===== src/hdl/acf_pkg.sv =====
package acf_pkg;

  localparam int FRAMES_DEF   = 256;
  localparam int PEAK_CAP_DEF = 32;
  localparam int CFG_IDX_W    = 8;

  // Configuration register indexes.
  localparam logic [CFG_IDX_W-1:0] REG_MIN_HEIGHT  = 8'd0;
  localparam logic [CFG_IDX_W-1:0] REG_MIN_WIDTH   = 8'd1;
  localparam logic [CFG_IDX_W-1:0] REG_PROM_MIN    = 8'd2;
  localparam logic [CFG_IDX_W-1:0] REG_SAMPLE_RATE = 8'd3;

  localparam logic signed [15:0] MIN_HEIGHT_RST  = 16'sd1638;
  localparam logic [8:0]         MIN_WIDTH_RST   = 9'd3;
  localparam logic [15:0]        PROM_MIN_RST    = 16'd1638;
  localparam logic [7:0]         SAMPLE_RATE_RST = 8'd25;

  typedef struct packed {
    logic signed [15:0] sample;
    logic               last;
  } acf_in_t;

  typedef struct packed {
    logic [7:0] peak_lag;
    logic       found;
    logic       truncated;
    logic       is_last;
  } acf_out_t;

  // Commands from the controller to the datapath.
  typedef struct packed {
    logic load;
    logic setup;
    logic sm_wr;
    logic pk_take_v;
    logic pk_take_l;
    logic win_init;
    logic win_rd;
    logic win_step;
    logic pr_rd;
    logic pr_chk;
    logic step;
    logic emit_none;
    logic emit_rd;
    logic emit_out;
    logic done;
  } acf_cmd_t;

  // Status from the datapath to the controller.
  typedef struct packed {
    logic at_lo;
    logic at_hi;
    logic peak_ok;
    logic width_off;
    logic win_fail;
    logic win_end;
    logic no_peaks;
    logic emit_end;
  } acf_stat_t;

endpackage


===== src/hdl/acf_ctrl.sv =====
module acf_ctrl
  import acf_pkg::*;
(
  input  logic      clk,
  input  logic      rst_n,
  input  logic      start,
  input  logic      in_last,
  input  acf_stat_t stat,
  output acf_cmd_t  cmd,
  output logic      busy
);

  typedef enum logic [15:0] {
    S_IDLE  = 16'h0001,
    S_SETUP = 16'h0002,
    S_SM_RD = 16'h0004,
    S_SM_WR = 16'h0008,
    S_PK_A  = 16'h0010,
    S_PK_B  = 16'h0020,
    S_PK_C  = 16'h0040,
    S_PK_D  = 16'h0080,
    S_WIN_A = 16'h0100,
    S_WIN_B = 16'h0200,
    S_PR_A  = 16'h0400,
    S_PR_B  = 16'h0800,
    S_NEXT  = 16'h1000,
    S_NONE  = 16'h2000,
    S_EM_A  = 16'h4000,
    S_EM_B  = 16'h8000
  } state_t;

  state_t state_r, state_nxt;

  assign busy = (state_r != S_IDLE);

  always_comb begin
    state_nxt = state_r;
    cmd       = '0;
    unique case (state_r)
      S_IDLE: begin
        if (start) begin
          cmd.load = 1'b1;
          if (in_last) state_nxt = S_SETUP;
        end
      end
      S_SETUP: begin
        cmd.setup = 1'b1;
        state_nxt = S_SM_RD;
      end
      S_SM_RD: begin
        state_nxt = S_SM_WR;
      end
      S_SM_WR: begin
        cmd.sm_wr = 1'b1;
        state_nxt = stat.at_lo ? S_PK_A : S_SM_RD;
      end
      S_PK_A: begin
        state_nxt = S_PK_B;
      end
      S_PK_B: begin
        cmd.pk_take_v = 1'b1;
        state_nxt = S_PK_C;
      end
      S_PK_C: begin
        cmd.pk_take_l = 1'b1;
        state_nxt = S_PK_D;
      end
      S_PK_D: begin
        if (!stat.peak_ok) begin
          state_nxt = S_NEXT;
        end else if (stat.width_off) begin
          state_nxt = S_PR_A;
        end else begin
          cmd.win_init = 1'b1;
          state_nxt = S_WIN_A;
        end
      end
      S_WIN_A: begin
        cmd.win_rd = 1'b1;
        state_nxt = S_WIN_B;
      end
      S_WIN_B: begin
        if (stat.win_fail) begin
          state_nxt = S_NEXT;
        end else if (stat.win_end) begin
          state_nxt = S_PR_A;
        end else begin
          cmd.win_step = 1'b1;
          state_nxt = S_WIN_A;
        end
      end
      S_PR_A: begin
        cmd.pr_rd = 1'b1;
        state_nxt = S_PR_B;
      end
      S_PR_B: begin
        cmd.pr_chk = 1'b1;
        state_nxt = S_NEXT;
      end
      S_NEXT: begin
        if (stat.at_hi) begin
          state_nxt = stat.no_peaks ? S_NONE : S_EM_A;
        end else begin
          cmd.step = 1'b1;
          state_nxt = S_PK_A;
        end
      end
      S_NONE: begin
        cmd.emit_none = 1'b1;
        cmd.done      = 1'b1;
        state_nxt     = S_IDLE;
      end
      S_EM_A: begin
        cmd.emit_rd = 1'b1;
        state_nxt   = S_EM_B;
      end
      S_EM_B: begin
        cmd.emit_out = 1'b1;
        if (stat.emit_end) begin
          cmd.done  = 1'b1;
          state_nxt = S_IDLE;
        end else begin
          state_nxt = S_EM_A;
        end
      end
      default: state_nxt = S_IDLE;
    endcase
  end

  always_ff @(posedge clk) begin
    if (!rst_n) state_r <= S_IDLE;
    else        state_r <= state_nxt;
  end

endmodule


===== config.mk =====
export PLATFORM = sky130hd
export DESIGN_NAME = acf_ctrl
export DESIGN_NICKNAME = d
export VERILOG_FILES = /design/src/hdl/acf_pkg.sv /design/src/hdl/acf_ctrl.sv
export SDC_FILE = /design/constraint.sdc
export NUM_CORES = 1
export LEC_CHECK = 0
export BUFFER_PORTS_ARGS = -buffer_cell sky130_fd_sc_hd__buf_4
export CAP_MARGIN = 20
export CORE_MARGIN = 1.5
export CORE_UTILIZATION = 52
export CTS_CLUSTER_DIAMETER = 200
export DETAILED_ROUTE_END_ITERATION = 8
export GPL_ROUTABILITY_DRIVEN = 1
export PLACE_DENSITY_LB_ADDON = 0.25
export SLEW_MARGIN = 0
export SYNTH_ARGS = -nofsm -noshare
export SYNTH_HDL_FRONTEND = slang
export SYNTH_SLANG_ARGS = --single-unit

===== constraint.sdc =====
create_clock -name clk -period 2.9 [get_ports clk]
set_input_delay 0.58 -clock clk [delete_from_list [all_inputs] [get_ports clk]]
set_output_delay 0.58 -clock clk [all_outputs]
set_load 0.005 [all_outputs]

==> impl_metrics.json <==
{
  "fmax_mhz": 354.0,
  "dieArea_sq_mm": 0.002384,
  "insertion_delay_ns": 0.29,
  "slew_violations": 0,
  "total_power_mw": 0.4466,
  "ant_nets": 0,
  "synthFlopType": "dfxtp_1",
  "ys_ff_latch": 16,
  "finalSetupTns_ns": 0,
  "whs_path_depth": 2,
  "min_period_ns": 2.825,
  "top_register": "state_r",
  "dpl.hpwl_mm": 1.772,
  "place_area_sq_mm": 0.001282,
  "die_w_um": 48.83,
  "p_per_area_mw_per_mm2": 326.0,
  "r2r_slack_ns": 0.66,
  "reg_top3": "state_r (16)",
  "synth_common_cells": "dfxtp_1 (16), nor2_1 (12), inv_1 (7), nand2_1 (7), o21ai_0 (7)",
  "syn_area_per_cell_sq_um": 8.601,
  "firstDrtPassIters": 6,
  "max_cap_violations": 0,
  "rsz0062_at_grt": "no",
  "grt_pass1_wl_mm": 4.050,
  "gr-usage-all-layers": 0.2155,
  "grt_use_met3": 0.03988,
  "portBuffers": 27,
  "synth-edff-count": 0,
  "cts_buffer_depth": 2,
  "grt_pass1_vias": 914,
  "min_delay_worst_endpoint": "state_r[0]$_SDFFE_PN1P_",
  "gp_congestion": 0.8495,
  "syn-num-nets": 139,
  "vias": 1035,
  "clock_sinks": 16,
  "ys_types": 41,
  "fin_util": 0.6983,
  "layout_setup_ws_ns": 0.07524,
  "cts-htree-levels": 1,
  "critPathKind": "reg2out",
  "finalHoldViolations": 0,
  "yosysWarnings": 0,
  "hold_start": "stat[0]",
  "r2r_start": "state_r[9]$_SDFFE_PN0P_",
  "ir_drop_v": 0.0002368,
  "use_met1": 0.2990,
  "ff2ff_path_depth": 7,
  "synth_most_common_cell": "dfxtp_1",
  "wl_mm": 2.397,
  "placed_cells": 176,
  "grt_max_degree": 11,
  "whs_ns": 0.4977,
  "synthArstFlopShare": 0,
  "drc": 0,
  "area_growth_pct": 25.43,
  "fin_area_sq_mm": 0.001370,
  "numCtsBuffers": 3,
  "cts_tree": "done",
  "clock_skew_ns": 0.004767,
  "ctsRootBufferMaster": "clkbuf_4",
  "rows": 16,
  "nets": 168,
  "endpoint_kind": "primary output",
  "cts_hold_buf": 0,
  "cp.arrival_ns": 2.24,
  "crit_path_start_kind": "flip-flop",
  "rr_endpoint": "state_r[4]$_SDFFE_PN0P_",
  "p_leak_nw": 0.6171,
  "yosysTopAreaCell": "dfxtp_1",
  "setup_violations": 0,
  "required_ns": 2.32,
  "diodes": 0,
  "largest_register_ffs": 16,
  "worst_pin_slew_ns": 0.5401,
  "synth_top_area_frac": 0.2932,
  "syn_inst": 127,
  "clk_pin_slew_ns": 0.10,
  "io_pins": 28,
  "preCtsSetupSlack_ns": 0.3526,
  "stdcell_count": 182,
  "startpoint": "state_r[15]$_SDFFE_PN0P_",
  "syn-cell-area_sq_mm": 0.001092,
  "crit_fanout": 8,
  "avgRoutedWirePerCell_um": 13.17,
  "via_per_inst": 5.687,
  "min_period_over_period": 0.9741,
  "status": "finished, final reports clean",
  "drt-initial-drc-count": 13,
  "hold_class": "in2reg",
  "use_met2": 0.3447,
  "antenna_found_initial": 0,
  "gr-max-usage-layer": "met2",
  "dieHeight_um": 48.83,
  "synth_area_leaders": "dfxtp_1 (29%), nor4b_4 (4.4%), nor2_1 (4.1%)",
  "slew_headroom": 0.6366,
  "start_util": 0.5568,
  "drive_above_1_share": 0.4065,
  "coreArea_sq_mm": 0.001962,
  "ys_seq_area_frac": 0.2932,
  "grt_overflow": 0
}
## layout make-up
class | count | area, sq um
clock buffer | 4 | 36.28
fill | 168 | 591.8
inverter | 8 | 30.03
multi-input combinational | 96 | 708.2
sequential | 16 | 329.1
tap | 27 | 33.78
timing repair buffer | 31 | 232.7
## kinds of logic (layout without fill, tap and decap cells)
logic type | after synthesis | after routing | share of synthesized area
and+or+nand+nor | 67 | 67 | 0.4170
AOI/OAI and AO/OA | 23 | 23 | 0.1558
DFF | 16 | 16 | 0.2932
buffers and inverters | 15 | 43 | 0.08361
xor gates and xnor gates | 4 | 4 | 0.03207
muxes | 2 | 2 | 0.01833
## layout by cell type, fill, tap and decap left out, types with 3 or more instances in the layout
cell,count
dfxtp_2,7
nor4b_1,4
a21oi_1,3
nand2_1,7
buf_4,31
and3_1,5
nor4_1,5
o21ai_0,7
nand3_1,4
or4_4,4
nor3_1,4
nor2_1,12
clkbuf_4,3
inv_1,7
xor2_1,4
o211a_1,3
dfxtp_1,9
## power by group
| part | leakage [nW] | switching [mW] | total, mW | internal, mW |
|---|---|---|---|---|
| Clock | 0.0210 | 0.0757 | 0.152 | 0.0766 |
| Combinational | 0.464 | 0.0332 | 0.0669 | 0.0337 |
| Sequential | 0.132 | 0.00530 | 0.227 | 0.222 |
| Total | 0.617 | 0.114 | 0.447 | 0.332 |
## worst max-delay path, cell delays in order (launching register included)
cell     delay, ns
dfxtp_2       0.37
or4_4         0.56
or4_4         0.59
nor4b_4       0.26
buf_4         0.16
## worst max path at each step
stage / to / cells past startpoint
finish: cmd[11] / 4
global route: cmd[9] / 5
CTS: cmd[7] / 5
detailed placement: cmd[7] / 5
global placement: cmd[10] / 4
floorplan: cmd[10] / 4
## routing by layer
layer / routed length [um] / share of wire
met3: 108 / 0.045
met4: 33 / 0.014
met5: 0 / 0
met1: 1160 / 0.48
met2: 1095 / 0.46
## timing repair
action | 4_1_cts | 5_1_grt
resized for setup | 0 | 12
setup buffers | 0 | 2
setup endpoints to repair | 0 | 6
No activity file was read; power rests on OpenSTA's default activity.
